`config.mk`:
```
export PLATFORM = sky130hd
export DESIGN_NAME = encoder_auto_range_normalizer_core
export DESIGN_NICKNAME = d
export VERILOG_FILES = /design/src/hdl/earn_pkg.sv /design/src/hdl/encoder_auto_range_normalizer_core.sv
export SDC_FILE = /design/constraint.sdc
export NUM_CORES = 1
export LEC_CHECK = 0
export ABC_CLOCK_PERIOD_IN_PS = 6800
export BUFFER_PORTS_ARGS = -buffer_cell sky130_fd_sc_hd__buf_2
export CORE_UTILIZATION = 55
export CTS_BUF_LIST = sky130_fd_sc_hd__clkbuf_16
export CTS_CLUSTER_DIAMETER = 50
export DETAILED_ROUTE_END_ITERATION = 6
export PLACE_DENSITY_LB_ADDON = 0.15
export SLEW_MARGIN = 20
export SYNTH_ARGS = -nofsm -noshare
export SYNTH_HDL_FRONTEND = slang
export SYNTH_SLANG_ARGS = --single-unit
export TNS_END_PERCENT = 1
```
`constraint.sdc`:
```
create_clock -name clk -period 6.8 [get_ports clk]
set_clock_uncertainty 0.15 [all_clocks]
set_input_delay 0.34 -clock clk [delete_from_list [all_inputs] [get_ports clk]]
set_output_delay 0.34 -clock clk [all_outputs]
set_load 0.005 [all_outputs]
```
`src/hdl/earn_pkg.sv`:
```
package earn_pkg;

  localparam int IN_BITS        = 24;
  localparam int CFG_BITS       = 24;
  localparam int CFG_IDX_BITS   = 3;
  localparam int FRAC_BITS      = 17;
  localparam int Q_BITS         = 16;
  localparam int TDATA_IN_BITS  = 24;
  localparam int TDATA_OUT_BITS = 24;
  localparam int READING_BITS_DEF = 24;

  localparam logic [FRAC_BITS-1:0] ONE_Q16 = 17'h10000;

  localparam logic [CFG_IDX_BITS-1:0] REG_ENABLE       = 3'd0;
  localparam logic [CFG_IDX_BITS-1:0] REG_INVERT       = 3'd1;
  localparam logic [CFG_IDX_BITS-1:0] REG_MANUAL_RANGE = 3'd2;
  localparam logic [CFG_IDX_BITS-1:0] REG_MASK_BITS    = 3'd3;
  localparam logic [CFG_IDX_BITS-1:0] REG_MANUAL_MIN   = 3'd4;
  localparam logic [CFG_IDX_BITS-1:0] REG_MANUAL_MAX   = 3'd5;

  localparam logic [CFG_BITS-1:0] MASK_RESET       = 24'h00FFFF;
  localparam logic [CFG_BITS-1:0] MANUAL_MAX_RESET = 24'h00FFFF;

endpackage

```
`src/hdl/encoder_auto_range_normalizer_core.sv`:
```
// An input transaction passes through states LOAD and DONE when disabled, LOAD, CHECK
// and DONE when no division is needed, and LOAD, CHECK, DIV and DONE when the 16-step
// restoring divider runs (one quotient bit per cycle). DONE waits out any output stall;
// the block takes no new input until the current result sits in the output register.
// Reset (rst_n low, synchronous) clears control state, loads register defaults
// and sets the tracked range to min = mask, max = 0.
module encoder_auto_range_normalizer_core
  import earn_pkg::*;
#(
  parameter int READING_BITS = READING_BITS_DEF
) (
  input  logic                      clk,
  input  logic                      rst_n,
  input  logic                      in_tvalid,
  output logic                      in_tready,
  input  logic [TDATA_IN_BITS-1:0]  in_tdata,   // [23:0] raw_reading
  output logic                      out_tvalid,
  input  logic                      out_tready,
  output logic [TDATA_OUT_BITS-1:0] out_tdata,  // [16:0] fraction, [23:17] zero
  output logic                      out_tuser,  // [0] range_ok
  input  logic                      cfg_we,
  input  logic [CFG_IDX_BITS-1:0]   cfg_index,
  input  logic [CFG_BITS-1:0]       cfg_wdata
);

  localparam int DW = (READING_BITS < IN_BITS) ? READING_BITS : IN_BITS;

  localparam logic [2:0] S_IDLE  = 3'd0;
  localparam logic [2:0] S_LOAD  = 3'd1;
  localparam logic [2:0] S_CHECK = 3'd2;
  localparam logic [2:0] S_DIV   = 3'd3;
  localparam logic [2:0] S_DONE  = 3'd4;

  logic [2:0]           state_r, state_nxt;
  logic                 enable_r, enable_nxt;
  logic                 invert_r, invert_nxt;
  logic                 manual_r, manual_nxt;
  logic [CFG_BITS-1:0]  mask_r, mask_nxt;
  logic [CFG_BITS-1:0]  mmin_r, mmin_nxt;
  logic [CFG_BITS-1:0]  mmax_r, mmax_nxt;
  logic [DW-1:0]        tmin_r, tmin_nxt;
  logic [DW-1:0]        tmax_r, tmax_nxt;
  logic [DW-1:0]        v_r, v_nxt;
  logic [DW-1:0]        lo_r, lo_nxt;
  logic [DW-1:0]        hi_r, hi_nxt;
  logic [DW-1:0]        den_r, den_nxt;
  logic [DW:0]          rem_r, rem_nxt;
  logic [Q_BITS-1:0]    q_r, q_nxt;
  logic [3:0]           cnt_r, cnt_nxt;
  logic [FRAC_BITS-1:0] frac_r, frac_nxt;
  logic                 ok_r, ok_nxt;
  logic                 out_valid_r, out_valid_nxt;
  logic [FRAC_BITS-1:0] out_frac_r, out_frac_nxt;
  logic                 out_ok_r, out_ok_nxt;

  logic [DW:0]          trial;
  logic [DW:0]          diff;
  logic                 cfg_hit;

  assign trial   = {rem_r[DW-1:0], 1'b0};
  assign diff    = trial - {1'b0, den_r};
  assign cfg_hit = cfg_we && (cfg_index <= REG_MANUAL_MAX);

  assign in_tready  = (state_r == S_IDLE);
  assign out_tvalid = out_valid_r;
  assign out_tdata  = {{(TDATA_OUT_BITS-FRAC_BITS){1'b0}}, out_frac_r};
  assign out_tuser  = out_ok_r;

  always_comb begin
    state_nxt     = state_r;
    enable_nxt    = enable_r;
    invert_nxt    = invert_r;
    manual_nxt    = manual_r;
    mask_nxt      = mask_r;
    mmin_nxt      = mmin_r;
    mmax_nxt      = mmax_r;
    tmin_nxt      = tmin_r;
    tmax_nxt      = tmax_r;
    v_nxt         = v_r;
    lo_nxt        = lo_r;
    hi_nxt        = hi_r;
    den_nxt       = den_r;
    rem_nxt       = rem_r;
    q_nxt         = q_r;
    cnt_nxt       = cnt_r;
    frac_nxt      = frac_r;
    ok_nxt        = ok_r;
    out_valid_nxt = out_valid_r;
    out_frac_nxt  = out_frac_r;
    out_ok_nxt    = out_ok_r;

    if (out_valid_r && out_tready) begin
      out_valid_nxt = 1'b0;
    end

    case (state_r)
      S_IDLE: begin
        if (in_tvalid) begin
          v_nxt     = in_tdata[DW-1:0] & mask_r[DW-1:0];
          state_nxt = S_LOAD;
        end
      end
      S_LOAD: begin
        if (!enable_r) begin
          frac_nxt  = '0;
          ok_nxt    = 1'b0;
          state_nxt = S_DONE;
        end else if (!manual_r) begin
          if (v_r < tmin_r) begin
            tmin_nxt = v_r;
            lo_nxt   = v_r;
          end else begin
            lo_nxt   = tmin_r;
          end
          if (v_r > tmax_r) begin
            tmax_nxt = v_r;
            hi_nxt   = v_r;
          end else begin
            hi_nxt   = tmax_r;
          end
          state_nxt = S_CHECK;
        end else begin
          lo_nxt    = mmin_r[DW-1:0];
          hi_nxt    = mmax_r[DW-1:0];
          state_nxt = S_CHECK;
        end
      end
      S_CHECK: begin
        ok_nxt   = 1'b1;
        rem_nxt  = {1'b0, v_r - lo_r};
        den_nxt  = hi_r - lo_r;
        q_nxt    = '0;
        cnt_nxt  = '0;
        if (hi_r <= lo_r) begin
          frac_nxt  = '0;
          ok_nxt    = 1'b0;
          state_nxt = S_DONE;
        end else if (v_r <= lo_r) begin
          frac_nxt  = '0;
          state_nxt = S_DONE;
        end else if (v_r >= hi_r) begin
          frac_nxt  = ONE_Q16;
          state_nxt = S_DONE;
        end else begin
          state_nxt = S_DIV;
        end
      end
      S_DIV: begin
        if (!diff[DW]) begin
          rem_nxt = diff;
          q_nxt   = {q_r[Q_BITS-2:0], 1'b1};
        end else begin
          rem_nxt = trial;
          q_nxt   = {q_r[Q_BITS-2:0], 1'b0};
        end
        cnt_nxt = cnt_r + 4'd1;
        if (cnt_r == 4'd15) begin
          frac_nxt  = {1'b0, q_nxt};
          state_nxt = S_DONE;
        end
      end
      S_DONE: begin
        if (!out_valid_r || out_tready) begin
          out_valid_nxt = 1'b1;
          out_ok_nxt    = ok_r;
          out_frac_nxt  = (invert_r && ok_r) ? (ONE_Q16 - frac_r) : frac_r;
          state_nxt     = S_IDLE;
        end
      end
      default: begin
        state_nxt = S_IDLE;
      end
    endcase

    if (cfg_we) begin
      case (cfg_index)
        REG_ENABLE:       enable_nxt = cfg_wdata[0];
        REG_INVERT:       invert_nxt = cfg_wdata[0];
        REG_MANUAL_RANGE: manual_nxt = cfg_wdata[0];
        REG_MASK_BITS:    mask_nxt   = cfg_wdata;
        REG_MANUAL_MIN:   mmin_nxt   = cfg_wdata;
        REG_MANUAL_MAX:   mmax_nxt   = cfg_wdata;
        default: begin
        end
      endcase
    end
    if (cfg_hit) begin
      tmin_nxt = mask_nxt[DW-1:0];
      tmax_nxt = '0;
    end
  end

  always_ff @(posedge clk) begin
    if (!rst_n) begin
      state_r     <= S_IDLE;
      enable_r    <= 1'b0;
      invert_r    <= 1'b0;
      manual_r    <= 1'b0;
      mask_r      <= MASK_RESET;
      mmin_r      <= '0;
      mmax_r      <= MANUAL_MAX_RESET;
      tmin_r      <= MASK_RESET[DW-1:0];
      tmax_r      <= '0;
      cnt_r       <= '0;
      out_valid_r <= 1'b0;
    end else begin
      state_r     <= state_nxt;
      enable_r    <= enable_nxt;
      invert_r    <= invert_nxt;
      manual_r    <= manual_nxt;
      mask_r      <= mask_nxt;
      mmin_r      <= mmin_nxt;
      mmax_r      <= mmax_nxt;
      tmin_r      <= tmin_nxt;
      tmax_r      <= tmax_nxt;
      cnt_r       <= cnt_nxt;
      out_valid_r <= out_valid_nxt;
    end
  end

  always_ff @(posedge clk) begin
    v_r        <= v_nxt;
    lo_r       <= lo_nxt;
    hi_r       <= hi_nxt;
    den_r      <= den_nxt;
    rem_r      <= rem_nxt;
    q_r        <= q_nxt;
    frac_r     <= frac_nxt;
    ok_r       <= ok_nxt;
    out_frac_r <= out_frac_nxt;
    out_ok_r   <= out_ok_nxt;
  end

  a_busy_after_accept: assert property (@(posedge clk) disable iff (!rst_n)
    (in_tvalid && in_tready) |=> !in_tready)
    else $error("input accepted while a transaction was in progress");

  a_frac_bound: assert property (@(posedge clk) disable iff (!rst_n)
    out_tvalid |-> (out_frac_r <= ONE_Q16))
    else $error("fraction exceeds one");

  a_bad_range_zero: assert property (@(posedge clk) disable iff (!rst_n)
    (out_tvalid && !out_ok_r) |-> (out_frac_r == '0))
    else $error("nonzero fraction without a valid range");

  a_cfg_reload: assert property (@(posedge clk) disable iff (!rst_n)
    cfg_hit |=> (tmax_r == '0))
    else $error("tracked range not reloaded by a register write");

  a_div_count: assert property (@(posedge clk) disable iff (!rst_n)
    (state_r == S_CHECK && state_nxt == S_DIV) |=> (cnt_r == 4'd0))
    else $error("divider step count not cleared at start");

endmodule
```
* Word-level counts from Yosys, hierarchy flattened
Cells that the tools add are included.
** Word-level totals
- Register bits :: 302
- Input port bits :: 56
- Output and inout port bits :: 27
** Operators by class
- Add/subtract/negate cells :: 5
- Magnitude comparators :: 6
- Equality and inequality tests :: 16
- Mux-type cells :: 36
- Bitwise gates (word level) :: 3
- Reduce and logical (&&, ||, !) cells :: 26
** Operator list (count)
- $mux 24 :: 11
- $mux 17 :: 6
- $pmux 17 s3 :: 1
- $le 24x24->1 :: 2
- $pmux 24 s2 :: 1
- $sub 24x24->24 :: 2
- $pmux 15 s2 :: 1
- $sub 25x24->25 :: 1
- $and 24x24->24 :: 1
- $ge 24x24->1 :: 1
- $gt 24x24->1 :: 1
- $lt 24x24->1 :: 1
- $mux 3 :: 7
- $reduce_and 2->1 :: 9
- $sub 17x17->17 const A :: 1
- $pmux 3 s5 :: 1
- $eq 3x2->1 const B :: 4
- $eq 3x3->1 const B :: 3
- $reduce_and 3->1 :: 3
- $ne 2x2->1 const B :: 4
- $pmux 4 s2 :: 1
- $reduce_bool 2->1 :: 4
- $eq 3x1->1 const B :: 2
- $logic_not 3->1 :: 2
- other kinds (14) :: 22

* Longest topological paths before layout
- Word-level depth :: 6
- Mapped depth :: 13
- Depth with buffers taken out :: 12

* Least setup slack after synthesis
OpenSTA, ideal clock, no wires.
- Kind :: reg-to-reg
- From :: register state_r[2]
- To :: register frac_r[0] (enable)
- Setup time :: 585 ps
- Arrival :: 4578 ps
- Data required time :: 6065 ps
- Setup slack :: 1487 ps
- Stages on the path, launching flop included :: 4
- Path buffers :: 1
- Clock period less this slack :: 5313 ps
- Cell sequence :: dfxtp_1 -> clkbuf_1 -> nor4b_2 -> nor3_1
** Between the ends
- Longest elaborated chain between the ends :: 3
- Elaborated cells between the ends (all ways) :: 8
** RTL lines
- start: declaration :: line encoder_auto_range_normalizer_core.sv:34 : logic [2:0] state_r, state_nxt;
- start signal: assignment :: line encoder_auto_range_normalizer_core.sv:207 : state_r <= state_nxt;
- $eq 3x2->1 / $eq 3x1->1 (equally long branches) :: line encoder_auto_range_normalizer_core.sv:96 : case (state_r)
- $ne 4x4->1 (no source line) (tied with other cells)
- $reduce_and 4->1 (no source line) *
- end signal: assignment :: line encoder_auto_range_normalizer_core.sv:228 : frac_r <= frac_nxt;
- end: declaration :: line encoder_auto_range_normalizer_core.sv:50 : logic [FRAC_BITS-1:0] frac_r, frac_nxt;
Every way passes the cells marked *; elsewhere a longest branch is shown, timed or not.
A chain may end at the register's enable or synchronous reset.

* Worst setup path in the final report
- From :: register lo_r[0]
- To :: register den_r[22] (data pin)
** Between the ends
- Longest elaborated chain between the ends :: 1
** RTL lines
- start: declaration :: line encoder_auto_range_normalizer_core.sv:44 : logic [DW-1:0] lo_r, lo_nxt;
- start signal: assignment :: line encoder_auto_range_normalizer_core.sv:223 : lo_r <= lo_nxt;
- $sub 24x24->24 :: line encoder_auto_range_normalizer_core.sv:131 : den_nxt = hi_r - lo_r;
- end signal: assignment :: line encoder_auto_range_normalizer_core.sv:225 : den_r <= den_nxt;
- end: declaration :: line encoder_auto_range_normalizer_core.sv:46 : logic [DW-1:0] den_r, den_nxt;
Every way passes these cells.

==> results_dict.tcl <==
set metrics [dict create \
    achievable-frequency_ghz 0.260 \
    static-leakage-power_nw 8.85 \
    route.vias.total 13999 \
    p_total_mw 4.43 \
    diodes 0 \
    route.detailed.drc 0 \
    synth_warnings 0 \
    path_clk_slew_ps 50 \
    synth.distinct_cells 75 \
    minimum_clock_period_after_layout_ps 3850 \
    r2r_slack_ps 2950 \
    cp_most_frequent_cell "o21ai_0" \
    layout.nets 2207 \
    cts.root.buffer_cell "clkbuf_16" \
    synth.cell_area_sq_mm 0.0177 \
    synth_seq_cells 302 \
    post_cts_buffers 0 \
    clk_path_buf_depth 3 \
    synthesis.instances 1899 \
    timing.critical_path.slowest_cell_delay_ps 690 \
    layout.filler_cells 2625 \
    fp.dieArea_sq_mm 0.0329 \
    groute.usage.overall_pct 27.3 \
    number_of_antenna_violations_at_the_first_check_in_global_routing 0 \
    clock_sinks 302 \
    worst_setup_path_end_kind "flip-flop" \
    hp-start "in_tvalid" \
    timing.critical_path.arrival_ps 3960 \
    rr_startpoint "lo_r[0]" \
    kind_of_path_behind_the_tightest_hold_check "in2reg" \
    postSynth.topFlopCell "edfxtp_1" \
    detail-route-antenna-nets 0 \
    floorplan.die.height_um 181 \
    vias_per_cell 5.75 \
    ctsHoldBuffers 48 \
    power.ir.vdd_worst_v 0.000211 \
    crit_path_start_kind "flip-flop" \
    path_class "reg2reg" \
    max_slew_margin_pct 35.9 \
    dp_hpwl_um 31900 \
    timing.setup.tns_ps 0 \
    detail_route.iter0.violations 934 \
    most-common-layout-cells "nand2_1, edfxtp_1, inv_1" \
    grt_first_pass_wirelength_um 71200 \
    rsz0062_at_grt "no" \
    setup_viol_count_final 0 \
    worst-r2r-cell-count 11 \
    tightestPinTransition_ps 961 \
    async_flop_share_pct 0 \
    globalRoute.totalOverflow 0 \
    seq_area_frac_synth_pct 43.8 \
    outcome "finished clean" \
    cts_made_buffers 37 \
    worst-endpoint-required_ps 6910 \
    io_pins 83 \
    finalHoldWorstSlack_ps 51.6 \
    first_global_vias 13428 \
    synth.top_cell.area_share_pct 29.0 \
    row_count 65 \
    fp.dieW_um 181 \
    htree_levels 2 \
    area_growth_from_synthesis_to_final_layout_pct 13.9 \
    period_share_pct 56.7 \
    initial_utilization_pct 55.9 \
    avgRoutedWirePerCell_um 18.4 \
    crit_fanout 4 \
    holdPathEnd "state_r[0]" \
    mostFrequentLayoutCell "nand2_1" \
    slowest_stage "o41ai_1" \
    postSynthAreaPerCell_sq_um 9.32 \
    cells_taking_the_most_area_after_synthesis "edfxtp_1, dfxtp_1, ha_1, mux2i_1, nand2_1" \
    cap_viol_max_count 0 \
    powerDensity_mw_per_mm2 220 \
    ctsResizeCount 0 \
    grt_max_degree 99 \
    worstPathCellList "ha_1 > fa_1 > nor2b_1 > o21a_1 > o21ai_0 > a21oi_1 > o21ai_0 > o41ai_1 > and3_1 > o21ai_0 > xnor2_1" \
    critical_path.startpoint "lo_r[0]" \
    gp_congestion 0.968 \
    layout-drive-gt1-share_pct 9.25 \
    port_buffers 75 \
    worst_hold_path.num_cells 3 \
    cts_tree "yes" \
    final_max_slew_viol_count 0 \
    clk_latency_ps 520 \
    timing.final.hold_violations 0 \
    finalWirelength_um 44800 \
    post-synth-top-area-cell "edfxtp_1" \
    number_of_enable_type_register_cells_in_the_synthesized_netlist 171 \
    worst_r2r_endpoint "den_r[22]" \
    core_area_sq_mm 0.0316 \
    drt_pre_antenna_iters 5 \
]
[cell families (layout without fill, tap and decap cells)]
family	Yosys count	count (layout)	share of synthesized area, %
AOI/OAI and AO/OA	409	409	14.4
DFF	302	302	43.8
buffers and inverters	230	357	5.26
adders and majority gates	147	147	10.5
other	1	7	0.0212
xor gates and xnor gates	72	72	3.56
muxes	103	103	5.83
and+or+nand+nor	635	635	16.6
[per-layer routing]
layer  vias to the layer above  GRT usage [%]  share of wire [%]
met5                         -              0                  0
met4                         0           7.80                2.4
met3                        76           3.17                4.9
met2                       395           43.2                 45
met1                      6633           39.3                 48
li1                       6895              -                  -
[stage by stage]
stage | std cells | worst slack (ps) | utilization [%] | instance area (sq um)
after global placement | 2318 | 2890 | 58.3 | 18400
after global routing | 2434 | 2710 | 63.7 | 20200
final | 2434 | 2950 | 63.7 | 20200
after detailed placement | 2318 | 2760 | 58.3 | 18400
after floorplan | 1905 | 1490 | - | 17700
after CTS | 2433 | 2770 | 63.6 | 20100
[synth_stat cells, drive strengths merged, types with 3 or more instances]
cell,instances
o311ai,6
or3,5
edfxtp,171
a21boi,5
o21ai,117
o211ai,7
a211o,5
nor3,19
o21a,15
xnor2,45
nor4,7
and2,35
xor2,27
a41oi,3
nand2,271
o41ai,4
ha,144
o21bai,11
a21o,46
a21oi,141
fa,3
a31o,5
or2,3
a221oi,3
nand4,23
nand2b,17
nor2,128
a31oi,12
mux2i,102
dfxtp,131
nand3,56
o221ai,3
and3,42
clkbuf,61
buf,25
inv,143
or4,3
nor2b,18
a211oi,8
[state kept, by name (all words and copies together), names as in the netlist]
| signal | count |
|---|---|
| manual_r | 1 |
| out_tvalid | 1 |
| hi_r | 24 |
| q_r | 15 |
| invert_r | 1 |
| mmin_r | 24 |
| lo_r | 24 |
| ok_r | 1 |
| state_r | 3 |
| enable_r | 1 |
| out_frac_r | 17 |
| den_r | 24 |
| frac_r | 17 |
| rem_r | 24 |
| tmin_r | 24 |
| mask_r | 24 |
| cnt_r | 4 |
| mmax_r | 24 |
| v_r | 24 |
| out_tuser | 1 |
| tmax_r | 24 |
[power breakdown]
group	switching (mW)	leakage, nW	internal, mW
registers	0.0488	2.64	1.98
logic	0.276	5.59	0.193
clock network	0.775	0.615	1.16
total	1.10	8.85	3.33
[critical path, delay by kind of cell (launching register included)]
family          cells  cell delay, ps
compound gates      6            1790
flops               1             410
fa+ha+maj           2             650
xor+xnor            1             140
simple gates        2             440
[worst max path at each step]
| stage | endpoint | slack [ps] | cells past startpoint |
|---|---|---|---|
| 2_1_floorplan | frac_r[0] | 1490 | 3 |
| 3_3_place_gp | rem_r[20] | 2890 | 10 |
| 3_5_place_dp | rem_r[15] | 2760 | 10 |
| 4_1_cts | rem_r[15] | 2770 | 10 |
| 5_1_grt | tmax_r[13] | 2710 | 7 |
| 6_report | den_r[22] | 2950 | 11 |
[cell type report]
class / count / area, sq um / area share [%]
multi-input cells: 1373 / 9100 / 45.2
flip-flops and latches: 302 / 7760 / 38.5
repair buffers: 146 / 1050 / 5.20
clock buffers: 39 / 976 / 4.84
inverters: 144 / 541 / 2.68
well taps: 402 / 503 / 2.50
clock inverters: 28 / 226 / 1.12
No activity file was read; power rests on OpenSTA's default activity.
